**src/pcap_pkg.sv**
```systemverilog
`default_nettype none

package pcap_pkg;

   localparam int CHANNELS_DEFAULT = 10;
   localparam int IDX_MAX_W        = 6;   // enough to index 64 channels
   localparam int CH_W             = 4;
   localparam int STAMP_W          = 32;
   localparam int TICK_W           = 8;
   localparam int PER_W            = 38;
   localparam int PROD_W           = STAMP_W + TICK_W;
   localparam int QUEUE_DEPTH      = 2;

   localparam logic [TICK_W-1:0] TICK_NS_RESET = 8'd50;
   localparam logic [PER_W-1:0]  PER_MAX       = {PER_W{1'b1}};

   typedef enum logic {
      CMD_EDGE = 1'b0,
      CMD_POLL = 1'b1
   } cmd_type;

   typedef struct packed {
      cmd_type             cmd;
      logic [CH_W-1:0]     channel;
      logic [STAMP_W-1:0]  timestamp;
   } req_type;

   typedef struct packed {
      logic [CH_W-1:0]     report_channel;
      logic [PER_W-1:0]    period_ns;
      logic [STAMP_W-1:0]  hit_count;
   } rsp_type;

   // Classified operation handed from the front to the back.
   typedef struct packed {
      cmd_type                cmd;
      logic [IDX_MAX_W-1:0]   idx;
      logic [STAMP_W-1:0]     stamp;
   } op_type;

endpackage

`default_nettype wire

```
**src/pcap_fifo.sv**
```systemverilog
`default_nettype none

module pcap_fifo #(
   parameter int  DEPTH     = pcap_pkg::QUEUE_DEPTH,
   parameter type ITEM_TYPE = logic
) (
   input  wire logic     clock,
   input  wire logic     reset,
   input  wire logic     push,
   input  wire ITEM_TYPE push_data,
   output logic          full,
   input  wire logic     pop,
   output ITEM_TYPE      pop_data,
   output logic          empty
);

   localparam int PTR_W = (DEPTH > 1) ? $clog2(DEPTH) : 1;
   localparam int CNT_W = $clog2(DEPTH + 1);
   localparam logic [PTR_W-1:0] LAST_PTR = PTR_W'(DEPTH - 1);
   localparam logic [CNT_W-1:0] FULL_CNT = CNT_W'(DEPTH);

   ITEM_TYPE         slot_ff [DEPTH];
   logic [PTR_W-1:0] wr_ff, wr_in, rd_ff, rd_in;
   logic [CNT_W-1:0] count_ff, count_in;
   logic             do_push, do_pop;

   always_comb begin
      full     = (count_ff == FULL_CNT);
      empty    = (count_ff == '0);
      pop_data = slot_ff[rd_ff];
      do_push  = push && !full;
      do_pop   = pop && !empty;
      wr_in    = wr_ff;
      rd_in    = rd_ff;
      count_in = count_ff;
      if (do_push) begin
         wr_in = (wr_ff == LAST_PTR) ? '0 : wr_ff + PTR_W'(1);
      end
      if (do_pop) begin
         rd_in = (rd_ff == LAST_PTR) ? '0 : rd_ff + PTR_W'(1);
      end
      if (do_push && !do_pop) begin
         count_in = count_ff + CNT_W'(1);
      end else if (do_pop && !do_push) begin
         count_in = count_ff - CNT_W'(1);
      end
   end

   always_ff @(posedge clock) begin
      if (reset) begin
         wr_ff    <= '0;
         rd_ff    <= '0;
         count_ff <= '0;
      end else begin
         wr_ff    <= wr_in;
         rd_ff    <= rd_in;
         count_ff <= count_in;
      end
   end

   always_ff @(posedge clock) begin
      if (do_push) begin
         slot_ff[wr_ff] <= push_data;
      end
   end

endmodule

`default_nettype wire

```
**src/pcap_front.sv**
```systemverilog
`default_nettype none

module pcap_front #(
   parameter int CHANNELS = pcap_pkg::CHANNELS_DEFAULT
) (
   input  wire logic              clock,
   input  wire logic              reset,
   input  wire logic              accept,
   input  wire pcap_pkg::req_type req,
   output logic                   op_valid,
   output pcap_pkg::op_type       op
);

   import pcap_pkg::*;

   localparam int IDX_W = (CHANNELS > 1) ? $clog2(CHANNELS) : 1;
   localparam logic [IDX_W-1:0] LAST_IDX = IDX_W'(CHANNELS - 1);

   logic [IDX_W-1:0] ptr_ff, ptr_in;
   logic             in_range;

   // Classify: polls take the round-robin pointer, edges their own channel.
   always_comb begin
      in_range = (int'(req.channel) < CHANNELS);
      ptr_in   = ptr_ff;
      op.cmd   = req.cmd;
      op.stamp = req.timestamp;
      op.idx   = IDX_MAX_W'(req.channel);
      op_valid = 1'b0;
      case (req.cmd)
         CMD_POLL: begin
            op.idx   = IDX_MAX_W'(ptr_ff);
            op_valid = accept;
            if (accept) begin
               ptr_in = (ptr_ff == LAST_IDX) ? '0 : ptr_ff + IDX_W'(1);
            end
         end
         default: begin
            // drop edges on channels that do not exist
            op_valid = accept && in_range;
         end
      endcase
   end

   always_ff @(posedge clock) begin
      if (reset) begin
         ptr_ff <= '0;
      end else begin
         ptr_ff <= ptr_in;
      end
   end

endmodule

`default_nettype wire

```
**src/pcap_back.sv**
```systemverilog
`default_nettype none

module pcap_back #(
   parameter int CHANNELS = pcap_pkg::CHANNELS_DEFAULT
) (
   input  wire logic                       clock,
   input  wire logic                       reset,
   input  wire logic [pcap_pkg::TICK_W-1:0] tick_ns,
   input  wire logic                       op_valid,
   input  wire pcap_pkg::op_type           op,
   output logic                            op_pop,
   input  wire logic                       rsp_full,
   output logic                            rsp_push,
   output pcap_pkg::rsp_type               rsp
);

   import pcap_pkg::*;

   localparam int IDX_W = (CHANNELS > 1) ? $clog2(CHANNELS) : 1;

   // per-channel stores
   logic [STAMP_W-1:0] last_mem [CHANNELS];
   logic [STAMP_W-1:0] hits_mem [CHANNELS];
   logic [STAMP_W-1:0] hap_mem  [CHANNELS];
   logic [PER_W-1:0]   per_mem  [CHANNELS];
   logic [CHANNELS-1:0] seen_ff, polled_ff;

   logic               adv;
   logic [IDX_W-1:0]   ra0;

   // stage 1: store read data available
   logic               v1_ff;
   cmd_type            cmd1_ff;
   logic [IDX_W-1:0]   idx1_ff;
   logic [STAMP_W-1:0] stamp1_ff, last_rd_ff, hits_rd_ff, hap_rd_ff;

   // stage 2: scale, write period, report
   logic               v2_ff;
   cmd_type            cmd2_ff;
   logic [IDX_W-1:0]   idx2_ff;
   logic [STAMP_W-1:0] ticks2_ff, hits2_ff;
   logic               same2_ff;
   logic [PER_W-1:0]   per_rd_ff;

   logic               hit_wr, poll_wr, per_wr;
   logic [STAMP_W-1:0] hits_next, ticks_in;
   logic [PROD_W-1:0]  prod;
   logic [PER_W-1:0]   period;

   always_comb begin
      adv       = !rsp_full;
      op_pop    = adv && op_valid;
      ra0       = op.idx[IDX_W-1:0];
      hit_wr    = v1_ff && (cmd1_ff == CMD_EDGE);
      poll_wr   = v1_ff && (cmd1_ff == CMD_POLL);
      per_wr    = v2_ff && (cmd2_ff == CMD_EDGE);
      hits_next = hits_rd_ff + STAMP_W'(1);
      ticks_in  = stamp1_ff - last_rd_ff;
      prod      = PROD_W'(ticks2_ff) * PROD_W'(tick_ns);
      period    = (prod > PROD_W'(PER_MAX)) ? PER_MAX : prod[PER_W-1:0];
      rsp_push  = adv && v2_ff && (cmd2_ff == CMD_POLL);
      rsp.report_channel = CH_W'(idx2_ff);
      rsp.period_ns      = same2_ff ? '0 : per_rd_ff;
      rsp.hit_count      = hits2_ff;
   end

   always_ff @(posedge clock) begin
      if (reset) begin
         v1_ff     <= 1'b0;
         v2_ff     <= 1'b0;
         seen_ff   <= '0;
         polled_ff <= '0;
      end else if (adv) begin
         v1_ff <= op_valid;
         v2_ff <= v1_ff;
         if (hit_wr) begin
            seen_ff[idx1_ff] <= 1'b1;
         end
         if (poll_wr) begin
            polled_ff[idx1_ff] <= 1'b1;
         end
      end
   end

   // Whole pipeline advances together; reads pass same-cycle writes through.
   always_ff @(posedge clock) begin
      if (adv) begin
         cmd1_ff   <= op.cmd;
         idx1_ff   <= ra0;
         stamp1_ff <= op.stamp;
         last_rd_ff <= (hit_wr && idx1_ff == ra0) ? stamp1_ff :
                       (seen_ff[ra0] ? last_mem[ra0] : '0);
         hits_rd_ff <= (hit_wr && idx1_ff == ra0) ? hits_next :
                       (seen_ff[ra0] ? hits_mem[ra0] : '0);
         hap_rd_ff  <= (poll_wr && idx1_ff == ra0) ? hits_rd_ff :
                       (polled_ff[ra0] ? hap_mem[ra0] : '0);

         cmd2_ff   <= cmd1_ff;
         idx2_ff   <= idx1_ff;
         ticks2_ff <= ticks_in;
         hits2_ff  <= hits_rd_ff;
         same2_ff  <= (hap_rd_ff == hits_rd_ff);
         per_rd_ff <= (per_wr && idx2_ff == idx1_ff) ? period : per_mem[idx1_ff];

         if (hit_wr) begin
            last_mem[idx1_ff] <= stamp1_ff;
            hits_mem[idx1_ff] <= hits_next;
         end
         if (poll_wr) begin
            hap_mem[idx1_ff] <= hits_rd_ff;
         end
         if (per_wr) begin
            per_mem[idx2_ff] <= period;
         end
      end
   end

endmodule

`default_nettype wire

```
**src/multichannel_pulse_period_capture_core.sv**
```systemverilog
`default_nettype none

// Multichannel pulse period capture. Push a transaction on req_* for each
// pulse edge (cmd = edge, channel, timestamp) or to poll (cmd = poll). An edge
// stores its timestamp, bumps the channel's wrapping hit count and records
// the period (timestamp delta modulo 2^32 times tick_ns, saturated to 38
// bits); edges on a channel at or above CHANNELS are dropped and return
// nothing. A poll returns one transaction on rsp_* for the next channel in
// round-robin order, starting at channel 0: the stored period, or zero when
// no edge hit that channel since its last poll, plus its hit count. One
// transaction per cycle is sustained in both directions while rsp_* is not
// backed up: a two-entry queue splits the classifying front end from a
// three-stage back end (issue, store read, scale and report) whose per-channel
// stores each take one read and one write per cycle. A poll result reaches
// rsp_* through a result queue. The timestamp, hit count and poll stores
// read as zero after reset with no clearing pass. Write tick_ns through
// csr_* only while the block is idle; it resets to 50.
module multichannel_pulse_period_capture_core #(
   parameter int CHANNELS = pcap_pkg::CHANNELS_DEFAULT
) (
   input  wire logic                        clock,
   input  wire logic                        reset,
   input  wire logic                        req_push,
   output logic                             req_full,
   input  wire pcap_pkg::req_type           req_data,
   output logic                             rsp_empty,
   input  wire logic                        rsp_pop,
   output pcap_pkg::rsp_type                rsp_data,
   input  wire logic                        csr_wr_en,
   input  wire logic [pcap_pkg::TICK_W-1:0] csr_wr_data
);

   import pcap_pkg::*;

   logic [TICK_W-1:0] tick_ns_ff;
   logic              req_accept;
   logic              front_valid;
   op_type            front_op;
   logic              mid_full, mid_empty, mid_pop;
   op_type            mid_op;
   logic              out_push, out_full;
   rsp_type           out_rsp;

   // Hold the tick length; the user must write it only between bursts of traffic, the block does not enforce this.
   always_ff @(posedge clock) begin
      if (reset) begin
         tick_ns_ff <= TICK_NS_RESET;
      end else if (csr_wr_en) begin
         tick_ns_ff <= csr_wr_data;
      end
   end

   assign req_full   = mid_full;
   assign req_accept = req_push && !mid_full;

   // Front end: classify each transaction and advance the poll pointer.
   pcap_front #(
      .CHANNELS (CHANNELS)
   ) u_front (
      .clock    (clock),
      .reset    (reset),
      .accept   (req_accept),
      .req      (req_data),
      .op_valid (front_valid),
      .op       (front_op)
   );

   // Decoupling queue between front and back end.
   pcap_fifo #(
      .DEPTH     (QUEUE_DEPTH),
      .ITEM_TYPE (op_type)
   ) u_mid_queue (
      .clock     (clock),
      .reset     (reset),
      .push      (front_valid),
      .push_data (front_op),
      .full      (mid_full),
      .pop       (mid_pop),
      .pop_data  (mid_op),
      .empty     (mid_empty)
   );

   // Back end: per-channel read-modify-write and period scaling.
   pcap_back #(
      .CHANNELS (CHANNELS)
   ) u_back (
      .clock    (clock),
      .reset    (reset),
      .tick_ns  (tick_ns_ff),
      .op_valid (!mid_empty),
      .op       (mid_op),
      .op_pop   (mid_pop),
      .rsp_full (out_full),
      .rsp_push (out_push),
      .rsp      (out_rsp)
   );

   // Result queue: finished reports wait here while the consumer stalls.
   pcap_fifo #(
      .DEPTH     (QUEUE_DEPTH),
      .ITEM_TYPE (rsp_type)
   ) u_out_queue (
      .clock     (clock),
      .reset     (reset),
      .push      (out_push),
      .push_data (out_rsp),
      .full      (out_full),
      .pop       (rsp_pop),
      .pop_data  (rsp_data),
      .empty     (rsp_empty)
   );

endmodule

`default_nettype wire

```
**config.mk**
```make
export PLATFORM = sky130hd
export DESIGN_NAME = multichannel_pulse_period_capture_core
export DESIGN_NICKNAME = d
export VERILOG_FILES = /design/src/pcap_pkg.sv /design/src/pcap_fifo.sv /design/src/pcap_front.sv /design/src/pcap_back.sv /design/src/multichannel_pulse_period_capture_core.sv
export SDC_FILE = /design/constraint.sdc
export NUM_CORES = 2
export LEC_CHECK = 0
export BUFFER_PORTS_ARGS = -buffer_cell sky130_fd_sc_hd__buf_4
export CORE_MARGIN = 2
export CORE_UTILIZATION = 40
export DETAILED_ROUTE_END_ITERATION = 10
export PLACE_DENSITY = 0.66
export SLEW_MARGIN = 40
export SYNTH_ARGS = -nofsm -noshare
export SYNTH_HDL_FRONTEND = slang
export SYNTH_HIERARCHICAL = 1
export SYNTH_SLANG_ARGS = --single-unit
export TNS_END_PERCENT = 100
```
**constraint.sdc**
```tcl
create_clock -name clock -period 19.3 [get_ports clock]
set_input_delay 0.965 -clock clock [delete_from_list [all_inputs] [get_ports clock]]
set_output_delay 0.965 -clock clock [all_outputs]
set_load 0.01 [all_outputs]
```
Yosys cells after proc, flatten, opt, wreduce, memory -nomap -nowiden
Memories as Yosys holds them, arrays and structs flattened. A register that Yosys moved wholly into a read port is not among the register bits. Index checks and enable logic that the tools add are counted.

Flip-flop bits (word level): 245. RAM bits: 1562. Input port bits: 50. Output and inout port bits: 76. Memories kept: 6.

Memory list: u_back.per_mem (words 10, bits a word 38, read ports 1, clocked after Yosys merged registers in 1, write ports 1, line pcap_back.sv:25) `logic [PER_W-1:0] per_mem [CHANNELS];`; u_back.hap_mem (words 10, bits a word 32, read ports 1, clocked after Yosys merged registers in 0, write ports 1, line pcap_back.sv:24) `logic [STAMP_W-1:0] hap_mem [CHANNELS];`; u_back.hits_mem (words 10, bits a word 32, read ports 1, clocked after Yosys merged registers in 0, write ports 1, line pcap_back.sv:23) `logic [STAMP_W-1:0] hits_mem [CHANNELS];`; u_back.last_mem (words 10, bits a word 32, read ports 1, clocked after Yosys merged registers in 0, write ports 1, line pcap_back.sv:22) `logic [STAMP_W-1:0] last_mem [CHANNELS];`; u_out_queue.slot_ff (words 2, bits a word 74, read ports 1, clocked after Yosys merged registers in 1, write ports 1, line pcap_fifo.sv:22) `ITEM_TYPE slot_ff [DEPTH];`; u_mid_queue.slot_ff (words 2, bits a word 37, read ports 1, clocked after Yosys merged registers in 1, write ports 1, line pcap_fifo.sv:22).

Add/subtract/negate cells: 11. $mul: 1. $lt $le $gt $ge: 5. Eq/ne operators: 5. Multiplexer cells: 42. Bitwise operators: 5. Reductions and logical operators: 35.

Operators with widths (number): 2-to-1 mux 32 bit (6); 2-to-1 mux 38 bit (2); > comparator 40 x 38 -> 1 bit (second input constant) (1); multiplier 32 x 8 -> 40 bit (1); adder 32 x 1 -> 32 bit (second input constant) (1); equality test 32 bit (1); subtractor 32 bit (1); 2-to-1 mux 1 bit (25); bitwise OR 10 bit (2); logical AND 1 bit (19); < comparator 4 x 5 -> 1 bit (second input constant) (2); logical NOT 1 bit (9); binary-select mux 1 bit (select 4 bit) (2); 2-to-1 mux 2 bit (4); 2-to-1 mux 4 bit (2); AND reduction 2 bit (3); adder 1 bit (second input constant) (4); adder 2 x 1 -> 2 bit (second input constant) (2); adder 4 x 1 -> 4 bit (second input constant) (1); demux 1 bit (select 4 bit) (1); equality test 2 bit (second input constant) (2); equality test 4 bit (1); equality test 4 bit (second input constant) (1); >= comparator 4 x 1 -> 1 bit (second input constant) (1); 5 further kinds (10).

Longest topological paths before layout
Depth in word-level cells: 10. Mapped depth: 23.

Cells and area by module
The synthesis kept the hierarchy.

Modules (own cells, without submodules): pcap_back (times used 1, cells an instance 4417, area each 71848.9 um^2); pcap_fifo at u_out_queue (times used 1, cells an instance 255, area each 5550.3 um^2); pcap_fifo at u_mid_queue (times used 1, cells an instance 146, area each 3024.2 um^2); pcap_front (times used 1, cells an instance 64, area each 528.0 um^2); multichannel_pulse_period_capture_core (times used 1, cells an instance 28, area each 306.5 um^2).

Least setup slack after synthesis
No wires, ideal clock.

Kind: register to register. Start: register u_out_queue.count_ff[1]. End: memory u_back.hits_mem[0][0] (enable). Setup time: 567 ps. Arrival: 10468 ps. Required time: 18733 ps. Setup slack: 8266 ps. Stages on the path, launching flop included: 6. Buffers on the path: 0. Period minus slack after synthesis: 11034 ps. Cells stage by stage: dfxtp_1 > nor2b_2 > inv_1 > and3_1 > nand2_1 > nor3_1.

Word-level cells in the longest chain between the ends: 3.

RTL lines: from (decl) (line pcap_fifo.sv:24) `logic [CNT_W-1:0] count_ff, count_in;`; from (signal assigned) (line pcap_fifo.sv:57) `count_ff <= count_in;`; equality test 2 bit (line pcap_fifo.sv:28) `full = (count_ff == FULL_CNT);`; net out_full (line multichannel_pulse_period_capture_core.sv:41) `logic out_push, out_full;`; 2-to-1 mux 1 bit (line pcap_back.sv:87) `if (adv) begin`; 2-to-1 mux 1 bit (not written as such) (line pcap_back.sv:107) `hits_mem[idx1_ff] <= hits_next;`; to (decl) (line pcap_back.sv:23).

The timed path passes the listed nets, and every way through them passes these cells.

Worst setup path after layout
Start: register tick_ns_ff[3]. End: memory u_back.per_mem[5][7] (data pin).

Word-level cells in the longest chain between the ends: 3.

RTL lines: from (decl) (line multichannel_pulse_period_capture_core.sv:35) `logic [TICK_W-1:0] tick_ns_ff;`; from (signal assigned) (line multichannel_pulse_period_capture_core.sv:49) `tick_ns_ff <= csr_wr_data;`; multiplier 32 x 8 -> 40 bit (*) (line pcap_back.sv:59) `prod = PROD_W'(ticks2_ff) * PROD_W'(tick_ns);`; > comparator 40 x 38 -> 1 bit (line pcap_back.sv:60) `period = (prod > PROD_W'(PER_MAX)) ? PER_MAX : prod[PER_W-1:0];`; 2-to-1 mux 38 bit (*) (line pcap_back.sv:60); net u_back.period[7] (line pcap_back.sv:48) `logic [PER_W-1:0] period;`; to (decl) (line pcap_back.sv:25).

Mark *: on every way through the listed nets, which the timed path passes. The rest lies on a longest branch.

==> out/metrics.cfg <==
[timing]
finalHoldViolCount = 0
worst_pin_slew_ns = 0.841
drv_slew = 0
clock.fmax_mhz = 151
fin_crit_sh_pct = 34.4
setup-violations-final = 0
rsz0062_at_grt = no
period_needed_ns = 6.63
slew-limit-headroom_pct = 43.9
tns_ns = 0
finalClockSkew_ns = 0.0680

[detailed_routing]
wl_um = 183000
ant_nets = 0
avgViaCountPerCell = 5.43
via_count = 42600
wire_per_inst_um = 23.4
drt-initial-drc-count = 3642
remaining_drc_errors = 0
drt_first_pass_iters = 7

[outcome]
status = completed

[cts]
numCtsBuffers = 179
clkTransAtPathRegs_ns = 0.06
cts.htree.levels = 4
clock_path_buffers = 3
cts_setup_buffers = 0
cts.repair.resized = 0
cts.sinks = 1847
clock_latency_ns = 0.84
cts_tree = built
cts.root.buffer_cell = clkbuf_16
cts-hold-fix-buffers = 0

[worst_setup_path]
cpMostUsedCell = fa_1
worst_path_max_delay_cell = dfxtp_2
critPathRequiredTime_ns = 19.76
crit_fanout = 44
path_cells = and2_1, fa_1, fa_1, fa_1, inv_1, fa_1, inv_1, ha_1, and4_1, and2_1, a221oi_2, a21oi_2, a2111oi_2, nor2_1, xnor2_4, buf_4, nor2_2, o21ai_1
cp-end-kind = flip-flop
critPathArrivalTime_ns = 7.09
critical_path_class = reg -> reg
cp-start-kind = flip-flop
critPathMaxStageDelay_ns = 0.75

[floorplan]
die_width_um = 454
core_area_um2 = 202000
ios = 126
dieArea_um2 = 206000
initial_utilization_pct = 40.2
die_h_um = 454
rows = 165

[yosys]
netlist_area_um2 = 81100
synthCells = 4901
synth_warnings = 6
synthesis.nets = 5226
synth_area_per_cell_um2 = 16.5

[global_route]
grt_pass1_vias = 44400
top_usage_layer = met2
grt.total_usage_pct = 17.8
grtUsageMet2_pct = 30.3
gr-usage-met1_pct = 23.4
grt.met3_usage_pct = 2.80
grt.overflow.total = 0
antenna_found_initial = 4
grt_max_degree = 125
grt_pass1_wl_um = 278000

[hold_path]
hold_class = in -> reg

[placement]
place_congestion = 0.841
dp_hpwl_um = 107000
io_buffers = 125

[final_layout]
drive_above_1_share_pct = 18.9
fin_nets = 5350
synthToLayoutAreaGrowth_pct = 12.6

[flow_run]
maxCapViolations = 0

==> flip-flops by register name (all words and copies together) (netlist names), 38 cells and up, named ones only <==
signal,count
u_mid_queue/slot_ff,74
u_back/last_mem,320
u_back/hits_mem,320
u_out_queue/slot_ff,148
u_back/per_rd_ff,38
u_back/per_mem,380
u_back/hap_mem,320
==> cell type report <==
cell class / instances / area, um^2
Clock inverter: 105 / 950
Multi-Input combinational cell: 2558 / 24500
Clock buffer: 223 / 4680
Timing Repair Buffer: 225 / 1990
Fill cell: 17200 / 111000
Sequential cell: 1847 / 55000
Antenna cell: 3 / 7.51
Inverter: 214 / 817
Tap cell: 2672 / 3340
==> metrics by stage <==
stage	util (%)	worst slack (ns)	hold WS, ns	std cells	cell area [um^2]
after CTS	45.1	12.56	0.237	7840	91100
after detailed placement	42.3	12.57	0.435	7512	85500
final	45.2	12.67	0.313	7847	91300
after floorplan	-	8.27	0.421	4901	81100
after global placement	42.1	12.33	0.424	7498	85100
after global routing	45.2	12.33	0.262	7846	91300
==> placed cells by master, fill, tap and decap left out, types with 16 or more instances in the layout <==
master	n
edfxtp_1	1803
nand2_1	315
mux4_2	272
inv_1	211
and2_1	206
buf_4	196
fa_1	181
clkbuf_16	180
a21oi_1	155
nor2b_1	151
nand3_1	141
mux2_2	133
mux2i_1	116
a211oi_1	113
nor2_1	106
ha_1	94
xor2_1	74
xnor2_1	49
clkinv_1	45
clkbuf_1	42
o21ai_0	40
a21o_1	37
dfxtp_1	36
clkinv_2	29
or3_1	29
nand2b_1	29
a22oi_1	27
a31oi_1	25
nor4_1	21
nor2_4	21
o21a_1	20
o211ai_1	19
and3_1	16
==> critical path: cells and delay by family, from the launching register on <==
| family | cells | cell delay (ns) |
|---|---|---|
| AND/OR/NAND/NOR | 5 | 1.35 |
| flip-flops | 1 | 0.75 |
| adder cells (fa/ha/maj) | 5 | 2.28 |
| buffers and inverters | 3 | 0.40 |
| XOR/XNOR | 1 | 0.14 |
| AO/OA/AOI/OAI | 4 | 1.32 |
==> worst paths after layout <==
kind / slack, ns / from / end / depth (start not counted)
setup / recovery: 12.67 / tick_ns_ff[3]$_SDFFE_PP0P_ / u_back/per_mem[5][7]$_DFFE_PP_ / 18
hold / removal: 0.31 / req_data[6] / u_mid_queue/slot_ff[0][6]$_DFFE_PP_ / 1
setup reg to reg: 12.67 / tick_ns_ff[3]$_SDFFE_PP0P_ / u_back/per_mem[5][7]$_DFFE_PP_ / 18
hold reg to reg: 0.45 / u_back/hits2_ff[3]$_DFFE_PN_ / u_out_queue/slot_ff[1][3]$_DFFE_PP_ / 0
==> per-layer routing <==
metal	routed length (um)	part of all wire, %
met1	76600	42
met2	91100	50
met3	10600	5.8
met4	4940	2.7
met5	0	0
Power is not shown: default switching activity piles up to over one toggle a cycle in this logic, so the estimate is an artifact.
